**src/rtl/pip_pkg.sv**
```systemverilog
`timescale 1ns / 1ps
// ----------------------------------------------------------------------------
// pip_pkg
// shared types and constants of the point in polygon winding unit
// ----------------------------------------------------------------------------
package pip_pkg;

	localparam int CNT_W  = 9;
	localparam int WIND_W = 10;
	localparam int APB_AW = 2;
	localparam int APB_DW = 32;

	localparam logic [APB_AW-1:0] REG_VERTEX_COUNT = 2'd0;

	typedef enum logic {
		OP_LOAD  = 1'b0,
		OP_QUERY = 1'b1
	} opcode_t;

	typedef struct packed {
		logic vld;
		logic first;
	} rd_tag_t;

endpackage

```
**src/rtl/pip_edge.sv**
```systemverilog
`timescale 1ns / 1ps
// ----------------------------------------------------------------------------
// pip_edge
// edge crossing pipeline: differences, exact cross products, winding count
// ----------------------------------------------------------------------------
module pip_edge
	import pip_pkg::*;
#(
	parameter int COORD_BITS = 24
) (
	input  logic                         clk,
	input  logic                         arst_n,
	input  logic                         clear,
	input  rd_tag_t                      rd_rsp,
	input  logic [2*COORD_BITS-1:0]      rdata,
	input  logic signed [COORD_BITS-1:0] px,
	input  logic signed [COORD_BITS-1:0] py,
	output logic                         busy,
	output logic signed [WIND_W-1:0]     acc
);

	localparam int DFW = COORD_BITS + 1;
	localparam int PW  = 2 * DFW;
	localparam int SW  = PW + 1;
	localparam logic signed [WIND_W-1:0] ONE = 1;

	logic signed [COORD_BITS-1:0] x2, y2;
	logic signed [COORD_BITS-1:0] prev_x_q, prev_y_q;
	logic signed [DFW-1:0]        dx, dy, dpx, dpy;
	logic signed [DFW-1:0]        dx_s1, dy_s1, dpx_s1, dpy_s1;
	logic                         vld_s1, up_s1, dn_s1;
	logic signed [PW-1:0]         p1_s2, p2_s2;
	logic                         vld_s2, up_s2, dn_s2;
	logic signed [SW-1:0]         diff;
	logic                         pos, neg;
	logic signed [WIND_W-1:0]     acc_q;

	assign x2 = $signed(rdata[2*COORD_BITS-1:COORD_BITS]);
	assign y2 = $signed(rdata[COORD_BITS-1:0]);

	assign dx  = $signed({x2[COORD_BITS-1], x2}) - $signed({prev_x_q[COORD_BITS-1], prev_x_q});
	assign dy  = $signed({y2[COORD_BITS-1], y2}) - $signed({prev_y_q[COORD_BITS-1], prev_y_q});
	assign dpx = $signed({px[COORD_BITS-1], px}) - $signed({prev_x_q[COORD_BITS-1], prev_x_q});
	assign dpy = $signed({py[COORD_BITS-1], py}) - $signed({prev_y_q[COORD_BITS-1], prev_y_q});

	assign diff = $signed({p1_s2[PW-1], p1_s2}) - $signed({p2_s2[PW-1], p2_s2});
	assign neg  = diff[SW-1];
	assign pos  = !neg && (diff != '0);

	always_ff @(posedge clk) begin
		if (rd_rsp.vld) begin
			prev_x_q <= x2;
			prev_y_q <= y2;
			dx_s1    <= dx;
			dy_s1    <= dy;
			dpx_s1   <= dpx;
			dpy_s1   <= dpy;
			up_s1    <= (prev_y_q <= py) && (y2 > py);
			dn_s1    <= (prev_y_q > py) && (y2 <= py);
		end
		p1_s2 <= dx_s1 * dpy_s1;
		p2_s2 <= dy_s1 * dpx_s1;
		up_s2 <= up_s1;
		dn_s2 <= dn_s1;
	end

	always_ff @(posedge clk or negedge arst_n) begin
		if (!arst_n) begin
			vld_s1 <= 1'b0;
			vld_s2 <= 1'b0;
			acc_q  <= '0;
		end else begin
			vld_s1 <= rd_rsp.vld && !rd_rsp.first;
			vld_s2 <= vld_s1;
			if (clear) begin
				acc_q <= '0;
			end else if (vld_s2 && up_s2 && pos) begin
				acc_q <= acc_q + ONE;
			end else if (vld_s2 && dn_s2 && neg) begin
				acc_q <= acc_q - ONE;
			end
		end
	end

	assign busy = rd_rsp.vld || vld_s1 || vld_s2;
	assign acc  = acc_q;

endmodule

```
**config.mk**
```make
export PLATFORM = sky130hd
export DESIGN_NAME = pip_edge
export DESIGN_NICKNAME = d
export VERILOG_FILES = /design/src/rtl/pip_pkg.sv /design/src/rtl/pip_edge.sv
export SDC_FILE = /design/constraint.sdc
export NUM_CORES = 2
export LEC_CHECK = 0
export ABC_AREA = 1
export BUFFER_PORTS_ARGS = -buffer_cell sky130_fd_sc_hd__buf_2
export CORE_MARGIN = 2
export CORE_UTILIZATION = 30
export CTS_CLUSTER_SIZE = 16
export DETAILED_ROUTE_END_ITERATION = 7
export PLACE_DENSITY_LB_ADDON = 0.2
export SYNTH_ARGS = -nofsm -noshare
export SYNTH_HDL_FRONTEND = slang
export SYNTH_SLANG_ARGS = --single-unit
export TNS_END_PERCENT = 10
```
**constraint.sdc**
```tcl
create_clock -name clk -period 10 [get_ports clk]
set_clock_uncertainty 0.15 [all_clocks]
set_input_delay 0 -clock clk [delete_from_list [all_inputs] [get_ports clk]]
set_output_delay 0 -clock clk [all_outputs]
set_load 0.01 [all_outputs]
```
# Word level (Yosys, flattened, before mapping)

Cells that the tools add are included.
W data, S select, Z words.

Reduce and logical (&&, ||, !) cells: 14
$mul: 2
Muxes and demuxes: 3
$lt $le $gt $ge: 4
$add $sub $neg: 7

Operators by type and width:

| cell                    | count |
|---|---|
| $mul A25 B25 Y50        | 2 |
| $sub A24 B24 Y25        | 4 |
| $reduce_bool A51 Y1     | 1 |
| $sub A50 B50 Y51        | 1 |
| $gt A24 B24 Y1          | 2 |
| $le A24 B24 Y1          | 2 |
| $mux W10                | 3 |
| $add A10 B2 Y10 const B | 1 |
| $sub A10 B2 Y10 const B | 1 |
| $logic_and A1 B1 Y1     | 8 |
| $reduce_bool A3 Y1      | 1 |
| $logic_not A1 Y1        | 2 |
| $logic_or A1 B1 Y1      | 2 |

Output and inout bits: 11
Logic and storage cells: 45
Flip-flop bits (word level): 264

# Longest topological paths before layout

Word-level depth: 6
Gate-level depth with buffers: 40
Mapped depth without buffers: 39

# Worst setup path before layout

No wires, ideal clock.

Path type: register to register
Start point: register dx_s1[13]
End point: register p1_s2[44]
Setup time: 0.072 ns
Path slack: 3.338 ns
Required time: 9.778 ns
Period minus slack after synthesis: 6.662 ns
Cell stages (with the launch flop): 33
Arrival: 6.440 ns
Path through: edfxtp_1 clkbuf_1 clkbuf_1 nand2_1 fa_1 inv_1 fa_1 inv_1 fa_1 inv_1 fa_1 inv_1 fa_1 inv_1 fa_1 inv_1 fa_1 inv_1 ha_1 a21oi_1 nor2_1 nor2_1 nor2_1 nor3_1 nand2_1 a21oi_1 inv_1 a21oi_1 inv_1 nand3_1 o211ai_1 a21oi_1 xnor2_1

Cells in the longest elaborated chain, start to end: 1

Ends and longest elaborated chain:

| item                   | RTL line       | RTL |
|---|---|---|
| start, declared        | pip_edge.sv:30 | `logic signed [DFW-1:0] dx_s1, dy_s1, dpx_s1, dpy_s1;` |
| start signal, assigned | pip_edge.sv:54 | `dx_s1 <= dx;` |
| $mul A25 B25 Y50       | pip_edge.sv:61 | `p1_s2 <= dx_s1 * dpy_s1;` |
| end signal, assigned   | pip_edge.sv:61 |  |
| end, declared          | pip_edge.sv:32 | `logic signed [PW-1:0] p1_s2, p2_s2;` |

Every way passes these cells.
A chain may end at the register's enable or synchronous reset.

# Final worst setup path

Start point: register dy_s1[24]
End point: register p2_s2[49]

Cells in the longest elaborated chain, start to end: 1

Ends and longest elaborated chain:

| item                   | RTL line       | RTL |
|---|---|---|
| start, declared        | pip_edge.sv:30 |  |
| start signal, assigned | pip_edge.sv:55 | `dy_s1 <= dy;` |
| $mul A25 B25 Y50       | pip_edge.sv:62 | `p2_s2 <= dy_s1 * dpx_s1;` |
| end signal, assigned   | pip_edge.sv:62 |  |
| end, declared          | pip_edge.sv:32 |  |

Every way passes these cells.

==> results.sh <==
export IMPL_dr_first_iter_drc_count=3310
export IMPL_synth_mux_area_share_pct=0
export IMPL_dr_pass1_iters=8
export IMPL_min_to="prev_y_q[13]$_DFFE_PP_"
export IMPL_ant_nets=0
export IMPL_post_synth_top_area_cell="fa_1"
export IMPL_grt_overflow_total=0
export IMPL_synth_top_area_share_pct=41.5
export IMPL_via_per_inst=4.50
export IMPL_ys_types=53
export IMPL_yosys_warnings=0
export IMPL_status="completed"
export IMPL_worst_slack_ps=1840
export IMPL_die_y_um=465
export IMPL_synthArstFlopShare_pct=4.55
export IMPL_start_util_pct=30.1
export IMPL_synth_area_mm2=0.0637
export IMPL_grt_antenna_before_repair=15
export IMPL_finalMaxSlewViolations=0
export IMPL_setup_tns_ps=0
export IMPL_synth_top_family_by_area="adder cells"
export IMPL_drv_cap=0
export IMPL_final_hold_viol_count=0
export IMPL_finalSetupViolCount=0
export IMPL_synth_compound_area_share_pct=5.04
export IMPL_cts_setup_buffers=0
export IMPL_numCtsBuffers=38
export IMPL_synth_xor_area_share_pct=3.12
export IMPL_nFillCells=22385
export IMPL_drc_errors=0
export IMPL_relSlewSlack_pct=3.96
export IMPL_grt_pass1_vias=53445
export IMPL_syn_inst=7883
export IMPL_cts_sinks=264
export IMPL_dp_slack_ps=1890
export IMPL_synthAdderAreaFrac_pct=50.6
export IMPL_hp_start="rdata[13]"
export IMPL_die_area_mm2=0.216
export IMPL_regArea_mm2=0.00685
export IMPL_timing_hold_ws_ps=58.8
export IMPL_end_kind="flip-flop"
export IMPL_clkTransAtPathRegs_ps=60
export IMPL_ys_top_cells_by_area="fa_1 42%, inv_1 14%, nand2_1 11%, ha_1 9.1%, edfxtp_1 7.1%"
export IMPL_place_hpwl_um=174000
export IMPL_worstHoldPathType="in -> reg"
export IMPL_fin_crit_sh_pct=81.6
export IMPL_ys_seq_area_share_pct=10.7
export IMPL_place_congestion=0.886
export IMPL_via_count=48769
export IMPL_cts_path_max_buffers=3
export IMPL_finish_net_count=9872
export IMPL_path_class="reg -> reg"
export IMPL_synth_simple_area_share_pct=14.7
export IMPL_synth_edf_count=150
export IMPL_whs_path_depth=2
export IMPL_grt_pass1_wl_um=321000
export IMPL_drt_wl_total_um=204000
export IMPL_finalCriticalPeriod_ps=8160
export IMPL_reg2reg_from="dy_s1[24]$_DFFE_PP_"
export IMPL_worst_pin_slew_ps=1440
export IMPL_synth_ff_latch_count=264
export IMPL_avgSynthCellArea_um2=8.08
export IMPL_grt_setup_unrepaired="no"
export IMPL_insertion_delay_ps=670
export IMPL_rr_worst_depth=20
export IMPL_cts_tree="built"
export IMPL_io_buffer_count=111
export IMPL_max_freq_mhz=123
export IMPL_grt_max_degree=69
export IMPL_syn_num_nets=9767
export IMPL_rows=169
export IMPL_ys_flop_type="edfxtp_1"
export IMPL_r2r_end="p2_s2[49]$_DFF_P_"
export IMPL_root_buffer="clkbuf_16"
export IMPL_ioPinCount=112
export IMPL_cp_data_arrival_time_ps=8460
export IMPL_regToRegSetupSlack_ps=1840
export IMPL_core_area_mm2=0.212
export IMPL_dieWidth_um=465
export IMPL_wire_per_inst_um=18.8
export IMPL_htreeDepth=2
export IMPL_cp_required_ps=10300
export IMPL_syn_to_final_growth_pct=10.5
export IMPL_start_kind="flip-flop"
export IMPL_layout_drive_gt1_share_pct=4.38
export IMPL_worstPathMaxFanout=25
export IMPL_grt_use_total_pct=19.4
export IMPL_multi_input_area_mm2=0.0468
cells in the final DEF, fill, tap and decap left out, types with 7 or more instances in the layout:
cell type	count
a21o_1	14
edfxtp_1	150
diode_2	7
buf_2	110
nor3_1	25
clkbuf_16	39
xor2_1	125
clkinv_2	7
o21ai_0	106
a31oi_1	49
or2_2	12
o21a_1	18
nand3b_1	12
fa_1	1322
dfxtp_1	102
nand2_1	1866
o21ai_2	11
nand4_1	34
o211ai_1	12
xnor2_1	102
nor2_1	276
bufinv_16	8
o21bai_1	11
inv_1	2372
dlygate4sd3_1	145
buf_4	111
nand2_2	14
nor2_2	7
a21oi_1	283
o221ai_1	13
dfrtp_1	12
nand3_1	99
o21ai_1	20
ha_1	461
worst max-delay path, cell delays in order (launching register included):
cell and delay (ps):
edfxtp_1 1120, nand2_1 220, inv_1 180, fa_1 550, fa_1 690, inv_1 220, fa_1 970, inv_1 350
fa_1 590, inv_1 60, fa_1 550, inv_1 60, fa_1 500, fa_1 420, ha_1 390, nand2_1 160
o21a_1 240, o211a_1 230, o31ai_1 70, nand2_1 90, xnor2_1 120
how the worst max path moves through the flow:
stage	to	startpoint	slack, ps	depth (start not counted)
4_1_cts	p2_s2[48]$_DFF_P_	dy_s1[24]$_DFFE_PP_	1810	21
5_1_grt	p2_s2[48]$_DFF_P_	dy_s1[24]$_DFFE_PP_	1460	21
3_3_place_gp	p2_s2[48]$_DFF_P_	dy_s1[24]$_DFFE_PP_	1960	21
2_1_floorplan	p1_s2[44]$_DFF_P_	dx_s1[13]$_DFFE_PP_	3340	32
6_report	p2_s2[49]$_DFF_P_	dy_s1[24]$_DFFE_PP_	1840	20
3_5_place_dp	p2_s2[49]$_DFF_P_	dy_s1[24]$_DFFE_PP_	1890	20
metrics by stage:
stage	std cells	area [µm²]	util, %
after global routing	10840	70400	33.2
after CTS	10838	70400	33.2
after detailed placement	10624	67500	31.9
after floorplan	7883	63700	-
final	10845	70400	33.2
after global placement	10624	67500	31.9
sequential cells by signal (all words and copies together), names as in the netlist, 10 cells and up:
register	count
acc	10
prev_x_q	24
p1_s2	50
p2_s2	50
dx_s1	25
dpx_s1	25
dy_s1	25
dpy_s1	25
prev_y_q	24
logic make-up (layout without fill, tap and decap cells):
group / Yosys count / in the layout
other: 0 / 7
buffers and inverters: 2677 / 2811
xor gates and xnor gates: 227 / 227
DFF: 264 / 264
and+or+nand+nor: 2367 / 2367
adders and majority gates: 1783 / 1783
AOI/OAI and AO/OA: 565 / 565
cells in the mapped netlist, types with 34 or more instances:
cell and number:
xor2_1 125, fa_1 1322, a31oi_1 49, clkbuf_1 298
edfxtp_1 150, nor2_1 276, nand2_1 1866, o21ai_0 106
inv_1 2372, dfxtp_1 102, xnor2_1 102, a21oi_1 283
nand3_1 99, ha_1 461, nand4_1 34
repair_timing:
item                       4_1_cts  5_1_grt
hold buffers                   145        0
setup endpoints to repair        0        0
gates resized for setup          0        0
hold endpoints to repair       199        0
metal layers:
metal	wire length (µm)	vias up	track usage [%]	part of all wire (%)
li1	-	22830	-	-
met1	91500	24648	26.2	45
met2	96800	1111	32.9	48
met3	9490	178	2.00	4.7
met4	5930	2	5.30	2.9
met5	11	-	0	0.0054
area by class of cell:
type                    instances  area share (%)
repair buffers                367            4.04
flip-flops and latches        264            9.73
diodes                          7          0.0249
well taps                    2821            5.02
clock buffers                  42            1.42
inverters                    2375            12.7
multi-input cells            4942            66.5
clock inverters                27           0.590
Power is not shown: default switching activity piles up to over one toggle a cycle in this logic, so the estimate is an artifact.
