==> config.mk <==
export PLATFORM = sky130hd
export DESIGN_NAME = pip_cfg
export DESIGN_NICKNAME = d
export VERILOG_FILES = /design/src/rtl/pip_pkg.sv /design/src/rtl/pip_cfg.sv
export SDC_FILE = /design/constraint.sdc
export NUM_CORES = 1
export LEC_CHECK = 0
export ABC_AREA = 1
export BUFFER_PORTS_ARGS = -buffer_cell sky130_fd_sc_hd__buf_2
export CAP_MARGIN = 40
export CORE_MARGIN = 2
export CORE_UTILIZATION = 28
export CTS_CLUSTER_SIZE = 10
export DETAILED_ROUTE_END_ITERATION = 12
export PLACE_DENSITY = 0.71
export SYNTH_ARGS = -nofsm -noshare
export SYNTH_HDL_FRONTEND = slang
export SYNTH_SLANG_ARGS = --single-unit
export TNS_END_PERCENT = 1
==> constraint.sdc <==
create_clock -name clk -period 0.8 [get_ports clk]
set_input_delay 0.12 -clock clk [delete_from_list [all_inputs] [get_ports clk]]
set_output_delay 0.12 -clock clk [all_outputs]
set_load 0.01 [all_outputs]
==> src/rtl/pip_pkg.sv <==
`timescale 1ns / 1ps
// ----------------------------------------------------------------------------
// pip_pkg
// shared types and constants of the point in polygon winding unit
// ----------------------------------------------------------------------------
package pip_pkg;

	localparam int CNT_W  = 9;
	localparam int WIND_W = 10;
	localparam int APB_AW = 2;
	localparam int APB_DW = 32;

	localparam logic [APB_AW-1:0] REG_VERTEX_COUNT = 2'd0;

	typedef enum logic {
		OP_LOAD  = 1'b0,
		OP_QUERY = 1'b1
	} opcode_t;

	typedef struct packed {
		logic vld;
		logic first;
	} rd_tag_t;

endpackage

==> src/rtl/pip_cfg.sv <==
`timescale 1ns / 1ps
// ----------------------------------------------------------------------------
// pip_cfg
// apb register file holding the vertex count
// ----------------------------------------------------------------------------
module pip_cfg
	import pip_pkg::*;
(
	input  logic              clk,
	input  logic              arst_n,
	input  logic              psel,
	input  logic              penable,
	input  logic              pwrite,
	input  logic [APB_AW-1:0] paddr,
	input  logic [APB_DW-1:0] pwdata,
	output logic [APB_DW-1:0] prdata,
	output logic              pready,
	output logic [CNT_W-1:0]  vertex_count
);

	logic [CNT_W-1:0] vertex_count_q;

	assign pready       = 1'b1;
	assign vertex_count = vertex_count_q;

	always_ff @(posedge clk or negedge arst_n) begin
		if (!arst_n) begin
			vertex_count_q <= '0;
		end else if (psel && penable && pwrite && pready) begin
			unique case (paddr)
				REG_VERTEX_COUNT: vertex_count_q <= pwdata[CNT_W-1:0];
				default: ;
			endcase
		end
	end

	always_comb begin
		unique case (paddr)
			REG_VERTEX_COUNT: prdata = {{(APB_DW-CNT_W){1'b0}}, vertex_count_q};
			default:          prdata = '0;
		endcase
	end

endmodule

; ---- After elaboration in Yosys (flattened, before gate mapping)
; Index checks and enable logic that the tools add are counted.
[classes]
muxes = 1
reduce_logical = 4
[op_table]
columns = cell, n
row1 = 2-to-1 mux 9 bit, 1
row2 = logical AND 1 bit, 2
row3 = logical NOT 2 bit, 1
row4 = AND reduction 2 bit, 1
[totals]
reg_bits = 9
in_bits = 39
out_inout_bits = 42
word_cells = 6

; ---- Longest topological paths before layout
; Gate-level depths: netlist of run 1.
[logic_depth]
word_depth = 3
depth_mapped = 5
mapped_depth_nobuf = 5

; ---- Worst setup path after synthesis of run 1
; Ideal clock, no wire load.
[synth_timing]
path_type = input port to output port
from = input paddr[1]
to = output prdata[0]
arrival_ns = 0.668
t_required_ns = 0.680
slack_ns = 0.012
stages = 4
path_buffers = 1
cell_sequence = nor2_2 > buf_6 > inv_2 > nor2_1
[synth_via]
elab_chain_len = 2
[synth_rtl]
columns = item, line
row1 = start: declaration, pip_cfg.sv:14  ; input logic [APB_AW-1:0] paddr,
row2 = logical NOT 2 bit, pip_cfg.sv:38  ; unique case (paddr)
row3 = 2-to-1 mux 9 bit, pip_cfg.sv:38
row4 = end: declaration, pip_cfg.sv:16  ; output logic [APB_DW-1:0] prdata,
; Every way passes these cells.

; ---- Worst setup path in the final report of run 1
[layout_timing]
from = register vertex_count_q[2], in the netlist vertex_count[2]
to = output prdata[2]
[layout_via]
elab_chain_len = 1
[layout_rtl]
columns = item, line
row1 = start: declaration, pip_cfg.sv:21  ; logic [CNT_W-1:0] vertex_count_q;
row2 = start signal: assignment, pip_cfg.sv:31  ; REG_VERTEX_COUNT: vertex_count_q <= pwdata[CNT_W-1:0];
row3 = 2-to-1 mux 9 bit, pip_cfg.sv:38
; Every way passes these cells.

==> impl_metrics.csv, run 1 <==
group,metric,value,unit
finish,multi_input_area,269,um^2
yosys,ys_types,12,
timing,fmax,1000,MHz
timing,min_period_over_period,125,%
grt,grt_pass1_wl,1950,um
power_and_ir_drop,power_density,1730,nW/um^2
place,routabilityCongestion,0.699,
timing,slew_violations,0,
setup_path,crit_family,"flip-flops",
cts,clk_pin_slew,0.06,ns
yosys,syn_area_per_cell,7.41,um^2
power_and_ir_drop,leakagePower,0.560,nW
finish,register_area,225,um^2
finish,layout_commonest_cell,"buf_2",
setup_path,worstPathCellList,"inv_1 > nor2_1 > buf_2",
setup_path,start_kind,"flop",
yosys,ys_seq_area_share,35.0,%
place,io_buffers,33,
setup_path,path_buf_inv,2,
route,dr_total_vias,596,
die,start_util,29.4,%
finish,instances_no_fill,161,
place,dp.cells,152,
finish,nFillCells,236,
setup_path,rrSetupSlack,0.07,ns
yosys,synth_top_area_share,35.0,%
status,status,"finished, violations left",
setup_path,worstPathMaxFanout,3,
place,dp_hpwl,1100,um
finish,layout.nets,173,
route,routed_wl,1320,um
setup_path,worst_path_largest_cell_delay,0.36,ns
yosys,synth-simple-area-share,27.8,%
cts,cts_root_buf,"clkbuf_4",
finish,largest_reg_flops,9,
timing,hold_viol,0,
finish,drive_gt1_share,38.3,%
route,ant_nets,0,
timing,rsz0062_at_grt,"true",
die,die_area,2700,um^2
setup_path,cp.required,0.68,ns
worst_hold_path,hp-class,"input pin to flop",
finish,syn_to_final_growth,32.6,%
yosys,yosys.area.top_type,"dfrtp_1",
setup_path,crit_path_top_delay_cell,"dfrtp_1",
grt,grt_max_degree,10,
die,die_x,52.0,um
setup_path,r2r-end,"vertex_count[4]$_DFFE_PN0P_",
cts,ctsLongestPathBuffers,2,
setup_path,ff2ff_path_depth,3,
die,die_y,52.0,um
timing,min_period,0.996,ns
timing,fin_tns_setup,-2.62,ns
setup_path,crit_type,"flop to output pin",
cts,clkSinkCount,9,
cts,h-tree-depth,1,
cts,cts_tree,"built",
die,fp.coreArea,2190,um^2
route,drtIter0Drc,5,
yosys,yosys_warnings,0,
grt,overflow,0,
grt,antenna_found_initial,0,
status,violations,"negative setup slack",
yosys,synth_top_family_by_area,"buffers and inverters",
finish,layout_common_cells,"33 x buf_2, 24 x conb_1, 19 x nand2_1",
yosys,synth_area,644,um^2
cts,numCtsBuffers,3,
route,vias_per_cell,3.70,
yosys,synthAdderAreaFrac,0,%
timing,setup_viol,18,
die,pin_count,81,
grt,track_usage,9.77,%
yosys,synthMuxAreaShare,0,%
yosys,synthCells,87,
yosys,synth_area_leaders,"dfrtp_1 35%, buf_4 28%, nand2_1 11%",
yosys,ys_ff_latch,9,
setup_path,crit_path_end_kind,"output pin",
cts,clock_latency,0.25,ns
route,first_pass_iters,4,
yosys,synth_compound_area_share,0,%
route,post_drt_wl_per_cell,8.19,um
setup_path,crit_path_end,"prdata[2]",
grt,grt_pass1_vias,477,
timing,fin_ws,-0.196,ns
setup_path,worstSetupPathDepth,3,
timing,finalClockSkew,0,ns
run,drv_cap,0,
setup_path,r2r-start,"vertex_count[4]$_DFFE_PN0P_",
die,rows,17,
setup_path,cp.arrival,0.88,ns
power_and_ir_drop,ir_worst_vdd,633,uV
yosys,synth-xor-area-share,0,%
setup_path,startpoint,"vertex_count[2]$_DFFE_PN0P_",
route,remaining_drc_errors,0,
finish,num_antenna_cells,0,
[through the flow]
stage	power, mW	hold WS (ns)	area (um^2)	setup WS (ns)	util [%]
floorplan	0.962	-0.176	727	0.0115	-
global placement	1.08	-0.0237	788	-0.0321	36.0
detailed placement	1.09	-0.0145	788	-0.0481	36.0
CTS	1.50	0.0918	855	-0.206	39.0
global route	1.60	0.101	855	-0.295	39.0
finish	1.48	0.0947	855	-0.196	39.0
[cells by family (layout without fill, tap and decap cells)]
logic type | count (synthesis) | count (layout)
AND/OR/NAND/NOR | 40 | 40
other | 2 | 24
buffers and inverters | 36 | 60
flip-flops | 9 | 9
[synthesized netlist by cell type]
library cell,number
nand2_4,1
nand2_1,19
inv_2,1
nor2_1,9
buf_4,24
nor2_2,1
inv_1,10
buf_6,1
dfrtp_1,9
nor2_4,1
conb_1,2
nand3_1,9
[area by class of cell]
cell class,count,area share [%]
multi-input cells,64,31.5
clock buffers,4,3.07
inverters,11,4.83
repair buffers,45,30.2
well taps,28,4.10
flip-flops and latches,9,26.4
[layer usage]
layer	GRT usage (%)	routed length (um)	part of all wire, %
met1	11.3	522	40
met2	17.5	663	50
met4	2.63	0	0
met5	0	0	0
met3	2.59	132	10
[worst min path at each step]
stage / from / to / slack [ns] / depth (start not counted)
2_1_floorplan: arst_n / vertex_count[0]$_DFFE_PN0P_ / -0.18 / 0
6_report: pwdata[5] / vertex_count[5]$_DFFE_PN0P_ / 0.09 / 3
5_1_grt: pwdata[2] / vertex_count[2]$_DFFE_PN0P_ / 0.10 / 3
3_5_place_dp: arst_n / vertex_count[3]$_DFFE_PN0P_ / -0.01 / 1
3_3_place_gp: arst_n / vertex_count[3]$_DFFE_PN0P_ / -0.02 / 1
4_1_cts: pwdata[0] / vertex_count[0]$_DFFE_PN0P_ / 0.09 / 3
[timing repair]
action | 4_1_cts | 5_1_grt
resized for setup | 0 | 0
pin swaps | 7 | 0
endpoints found under the setup margin | 18 | 18
hold buffers | 1 | 0
hold endpoints to repair | 9 | 0
buffers inserted | 4 | 0
[worst reg2reg max path, delay by kind of cell, from the launching register on]
kind                   cells  cell delay, ns
flip-flops                 1            0.39
AND/OR/NAND/NOR            2            0.10
buffers and inverters      1            0.13
[power by group]
group	internal [mW]	leakage (nW)	switching [mW]
sequential	0.549	0.114	0.0646
clock	0.192	0.0150	0.152
combinational	0.236	0.431	0.289
total	0.976	0.560	0.505
No activity file was read; power rests on OpenSTA's default activity.
==> inputs of run 2 (changes only) <==
--- a/config.mk
+++ b/config.mk
@@ -6,13 +6,13 @@
 export NUM_CORES = 1
 export LEC_CHECK = 0
 export ABC_AREA = 1
-export BUFFER_PORTS_ARGS = -buffer_cell sky130_fd_sc_hd__buf_2
 export CAP_MARGIN = 40
 export CORE_MARGIN = 2
-export CORE_UTILIZATION = 28
+export CORE_UTILIZATION = 30
 export CTS_CLUSTER_SIZE = 10
 export DETAILED_ROUTE_END_ITERATION = 12
-export PLACE_DENSITY = 0.71
+export DONT_BUFFER_PORTS = 1
+export PLACE_DENSITY = 0.42
 export SYNTH_ARGS = -nofsm -noshare
 export SYNTH_HDL_FRONTEND = slang
 export SYNTH_SLANG_ARGS = --single-unit
==> run 2 against run 1 <==
Net effect: the flow still finishes with violations (negative setup slack); final area down 0.73%; clock skew did not move; sequential cell count is the same; setup slack improved by 0.048 ns; clock power up 5%; register-to-register slack hardly changed; highest routed layer unchanged.
==> impl_metrics.csv, run 2 (synthesis gave the netlist of run 1 again) <==
group,metric,value,unit
cts,h-tree-depth,1,
grt,grt_pass1_wl,1910,um
setup_path,r2r-start,"vertex_count[3]$_DFFE_PN0P_",
finish,layout.nets,154,
timing,fmax,1050,MHz
die,start_util,32.2,%
route,drtIter0Drc,9,
die,die_x,50.3,um
power_and_ir_drop,leakagePower,0.472,nW
timing,min_period,0.949,ns
route,dr_total_vias,525,
finish,largest_reg_flops,9,
setup_path,worstPathMaxFanout,3,
cts,clock_latency,0.26,ns
setup_path,worst_path_largest_cell_delay,0.38,ns
route,vias_per_cell,3.72,
setup_path,crit_family,"flip-flops",
timing,hold_viol,0,
route,ant_nets,0,
timing,setup_viol,18,
power_and_ir_drop,power_density,1800,nW/um^2
setup_path,crit_path_end_kind,"output pin",
timing,fin_tns_setup,-2.31,ns
grt,track_usage,10.5,%
finish,fin_area,848,um^2
timing,rsz0062_at_grt,"true",
route,first_pass_iters,2,
grt,overflow,0,
finish,syn_to_final_growth,31.7,%
cts,clk_pin_slew,0.07,ns
timing,min_period_over_period,119,%
setup_path,cp.required,0.68,ns
finish,drive_gt1_share,29.8,%
finish,nFillCells,230,
status,status,"finished, violations left",
setup_path,r2r-end,"vertex_count[3]$_DFFE_PN0P_",
setup_path,worstPathCellList,"inv_1 > nor2_2",
run,drv_cap,0,
worst_hold_path,hold_path_depth,4,
timing,slew_violations,0,
timing,fin_ws,-0.149,ns
power_and_ir_drop,power,1.53,mW
route,post_drt_wl_per_cell,9.40,um
setup_path,ff2ff_path_depth,3,
setup_path,crit_type,"flop to output pin",
timing,whs,0.181,ns
cts,numCtsBuffers,3,
power_and_ir_drop,ir_worst_vdd,834,uV
setup_path,start_kind,"flop",
die,fp.coreArea,2000,um^2
place,place_ws,0.0385,ns
setup_path,crit_path_top_delay_cell,"dfrtp_1",
cts,cts_tree,"built",
setup_path,cp.arrival,0.83,ns
finish,layout_common_cells,"24 x conb_1, 19 x nand2_1, 16 x buf_4",
route,routed_wl,1330,um
worst_hold_path,min_to,"vertex_count[3]$_DFFE_PN0P_",
die,die_area,2530,um^2
die,rows,16,
cts,ctsLongestPathBuffers,2,
place,io_buffers,0,
worst_hold_path,hp-class,"input pin to flop",
place,routabilityCongestion,0.605,
place,place_area,674,um^2
worst_hold_path,hp-start,"paddr[0]",
status,violations,"negative setup slack",
grt,grt_max_degree,10,
die,die_y,50.3,um
cts,cts_root_buf,"clkbuf_4",
cts,clkSinkCount,9,
setup_path,path_buf_inv,1,
grt,antenna_found_initial,0,
setup_path,rrSetupSlack,0.08,ns
die,pin_count,81,
finish,layout_commonest_cell,"conb_1",
finish,num_antenna_cells,0,
timing,finalClockSkew,0,ns
route,remaining_drc_errors,0,
grt,grt_pass1_vias,421,
place,dp_hpwl,977,um
## run 2: changes by cell type in the layout (fill, tap and decap cells not counted), sizes merged
cell | previous run | this run
dlygate4sd3 | 1 | 10
buf | 44 | 16
## run 2: layer usage
metal  vias up  global-route usage [%]  share of wire [%]
met4         0                    6.76                  0
met3         0                    2.98                8.9
met2        32                    16.7                 52
met1       228                    12.2                 39
li1        265                       -                  -
met5         -                       0                  0
## run 2: repair_timing
| action | 4_1_cts | 5_1_grt |
|---|---|---|
| setup buffers | 2 | 0 |
| pin swaps | 9 | 1 |
| hold buffers | 10 | 0 |
| gates resized for setup | 9 | 4 |
| hold endpoints to repair | 18 | 0 |
| endpoints found under the setup margin | 18 | 18 |
| gates cloned | 0 | 0 |
## run 2: worst max path at each step
stage                                 from                          end  slack [ns]  depth (start not counted)
2_1_floorplan                     paddr[1]                    prdata[0]        0.01                          4
3_5_place_dp                      paddr[1]  vertex_count[7]$_DFFE_PN0P_        0.04                          5
4_1_cts        vertex_count[2]$_DFFE_PN0P_                    prdata[2]       -0.16                          2
6_report       vertex_count[8]$_DFFE_PN0P_                    prdata[8]       -0.15                          2
5_1_grt        vertex_count[8]$_DFFE_PN0P_                    prdata[8]       -0.20                          2
3_3_place_gp                      paddr[1]  vertex_count[6]$_DFFE_PN0P_        0.05                          5
## run 2: cell type report
| type | instances | area, um^2 | area share, % |
|---|---|---|---|
| inverters | 11 | 41.3 | 4.87 |
| multi-input cells | 64 | 302 | 35.5 |
| well taps | 27 | 33.8 | 3.98 |
| clock buffers | 4 | 26.3 | 3.10 |
| flip-flops and latches | 9 | 225 | 26.5 |
| repair buffers | 26 | 220 | 26.0 |
## run 2: worst register-to-register path: cells and delay by family, from the launching register on
family	cells	cell delay (ns)
buf+inv	1	0.14
flops	1	0.40
simple gates	2	0.09
## run 2: through the flow
step | util (%) | instances
after floorplan | - | 109
after global placement | 33.7 | 125
after detailed placement | 33.7 | 125
after CTS | 41.9 | 141
after global routing | 42.4 | 141
final | 42.4 | 141
## run 2: where the power goes
group	internal (mW)	total, mW	switching (mW)
Combinational	0.248	0.548	0.299
Sequential	0.549	0.623	0.0748
Clock	0.193	0.360	0.167
Total	0.990	1.53	0.542
==> inputs of run 3 (changes only) <==
--- a/config.mk
+++ b/config.mk
@@ -8,11 +8,11 @@
 export ABC_AREA = 1
 export CAP_MARGIN = 40
 export CORE_MARGIN = 2
-export CORE_UTILIZATION = 30
+export CORE_UTILIZATION = 40
 export CTS_CLUSTER_SIZE = 10
 export DETAILED_ROUTE_END_ITERATION = 12
 export DONT_BUFFER_PORTS = 1
-export PLACE_DENSITY = 0.42
+export PLACE_DENSITY = 0.53
 export SYNTH_ARGS = -nofsm -noshare
 export SYNTH_HDL_FRONTEND = slang
 export SYNTH_SLANG_ARGS = --single-unit
==> run 3 against run 2 <==
Net effect: the flow still finishes with violations (negative setup slack); via count is 5.1% higher; critical path depth unchanged; sequential cell count did not move; cell count is 7.1% lower; largest power group unchanged.
==> impl_metrics.csv, run 3 (synthesis gave the netlist of run 1 again) <==
group,metric,value,unit
finish,register_area,225,um^2
route,first_pass_iters,4,
timing,min_period,0.961,ns
power_and_ir_drop,leakagePower,0.478,nW
finish,layout_common_cells,"24 x conb_1, 19 x nand2_1, 17 x buf_4",
grt,grt_max_degree,10,
die,die_x,44.1,um
timing,fin_ws,-0.161,ns
cts,cts_tree,"built",
route,ant_nets,0,
power_and_ir_drop,p_sw_share,35.4,%
cts,clkSinkCount,9,
cts,clk_pin_slew,0.06,ns
place,dp_hpwl,909,um
run,drv_cap,0,
power_and_ir_drop,power,1.53,mW
finish,multi_input_area,302,um^2
finish,instances_no_fill,131,
route,remaining_drc_errors,0,
timing,min_period_over_period,120,%
timing,slew_violations,0,
place,place_area,668,um^2
finish,layout.nets,155,
timing,hold_viol,0,
route,drtIter0Drc,10,
setup_path,worstPathCellList,"inv_1 > nor2_2",
timing,fmax,1040,MHz
power_and_ir_drop,power_frac_comb,35.9,%
route,dr_total_vias,552,
die,die_area,1950,um^2
setup_path,start_kind,"flop",
setup_path,cp.arrival,0.84,ns
grt,antenna_found_initial,0,
cts,cts_root_buf,"clkbuf_4",
grt,grt_pass1_wl,1770,um
timing,whs,0.131,ns
place,dp.cells,115,
finish,num_antenna_cells,0,
grt,track_usage,12.7,%
cts,ctsLongestPathBuffers,2,
timing,fin_tns_setup,-2.39,ns
finish,fin_area,842,um^2
die,rows,14,
grt,overflow,0,
grt,grt_pass1_vias,409,
setup_path,crit_path_end_kind,"output pin",
setup_path,worstPathMaxFanout,3,
cts,h-tree-depth,1,
power_and_ir_drop,p_seq_share,40.4,%
finish,largest_reg_flops,9,
setup_path,crit_path_top_delay_cell,"dfrtp_1",
power_and_ir_drop,power_density,1820,nW/um^2
status,status,"finished, violations left",
route,routed_wl,1260,um
die,start_util,42.8,%
setup_path,worst_path_largest_cell_delay,0.38,ns
timing,finalClockSkew,0,ns
die,die_y,44.1,um
cts,numCtsBuffers,3,
power_and_ir_drop,clockPowerShare,23.7,%
place,io_buffers,0,
setup_path,crit_type,"flop to output pin",
die,pin_count,81,
finish,drive_gt1_share,28.7,%
finish,layout_commonest_cell,"conb_1",
power_and_ir_drop,internal_power,0.992,mW
timing,setup_viol,18,
setup_path,cp.required,0.68,ns
cts,clock_latency,0.26,ns
status,violations,"negative setup slack",
timing,rsz0062_at_grt,"true",
route,vias_per_cell,4.21,
place,routabilityCongestion,0.611,
worst_hold_path,hp-class,"input pin to flop",
route,post_drt_wl_per_cell,9.61,um
die,fp.coreArea,1510,um^2
power_and_ir_drop,ir_worst_vdd,1190,uV
power_and_ir_drop,power.switching,0.543,mW
finish,nFillCells,162,
finish,syn_to_final_growth,30.7,%
-- run 3: cell count changes in the layout (fill, tap and decap cells not counted) --
| cell | change |
|---|---|
| inv_1 | +2 |
| inv_2 | -2 |
| buf_4 | +1 |
-- run 3: area by class of cell --
| class | instances | share of cell area, % |
|---|---|---|
| Clock buffer | 4 | 3.12 |
| Multi-Input combinational cell | 64 | 35.8 |
| Tap cell | 16 | 2.38 |
| Sequential cell | 9 | 26.7 |
| Timing Repair Buffer | 27 | 27.0 |
| Inverter | 11 | 4.90 |
-- run 3: path summary, 6_finish.rpt --
path                                        startpoint                          end  slack [ns]  cells past startpoint
max in group asynchronous                       arst_n  vertex_count[5]$_DFFE_PN0P_        0.29                      1
max                        vertex_count[4]$_DFFE_PN0P_                    prdata[4]       -0.16                      2
min reg2reg                vertex_count[5]$_DFFE_PN0P_  vertex_count[5]$_DFFE_PN0P_        0.50                      2
min                                             pwrite  vertex_count[7]$_DFFE_PN0P_        0.13                      4
max reg2reg                vertex_count[7]$_DFFE_PN0P_  vertex_count[7]$_DFFE_PN0P_        0.07                      3
min in group asynchronous                       arst_n  vertex_count[8]$_DFFE_PN0P_        0.22                      1
-- run 3: per-layer routing --
metal	global-route usage, %	wire length, um
met5	0	0
met4	7.27	14
met3	3.67	115
met2	20.0	670
met1	15.6	458
-- run 3: power groups by stage --
| stage | combinational, mW | clock, mW | sequential (mW) |
|---|---|---|---|
| after detailed placement | 0.440 | 0 | 0.629 |
| final | 0.551 | 0.364 | 0.621 |
| after global routing | 0.606 | 0.408 | 0.636 |
| after CTS | 0.540 | 0.361 | 0.619 |
| after floorplan | 0.297 | 0 | 0.665 |
| after global placement | 0.433 | 0 | 0.626 |
-- run 3: repair_timing --
action,in CTS,in global routing
buffers inserted,2,0
pin swaps,9,0
hold endpoints to repair,17,1
endpoints found under the setup margin,18,18
gates resized for setup,9,2
hold buffers,9,1
gates cloned,0,0
-- run 3: worst max-delay path: cells and delay by family, from the launching register on --
| family | cells | cell delay [ns] |
|---|---|---|
| flip-flops | 1 | 0.38 |
| AND/OR/NAND/NOR | 1 | 0.14 |
| buffers and inverters | 1 | 0.06 |
-- run 3: metrics by stage --
| step | setup WS (ns) | utilization [%] |
|---|---|---|
| 2_1_floorplan | 0.0115 | - |
| 3_3_place_gp | 0.0875 | 44.4 |
| 3_5_place_dp | 0.0823 | 44.4 |
| 4_1_cts | -0.146 | 54.6 |
| 5_1_grt | -0.208 | 55.9 |
| 6_report | -0.161 | 55.9 |
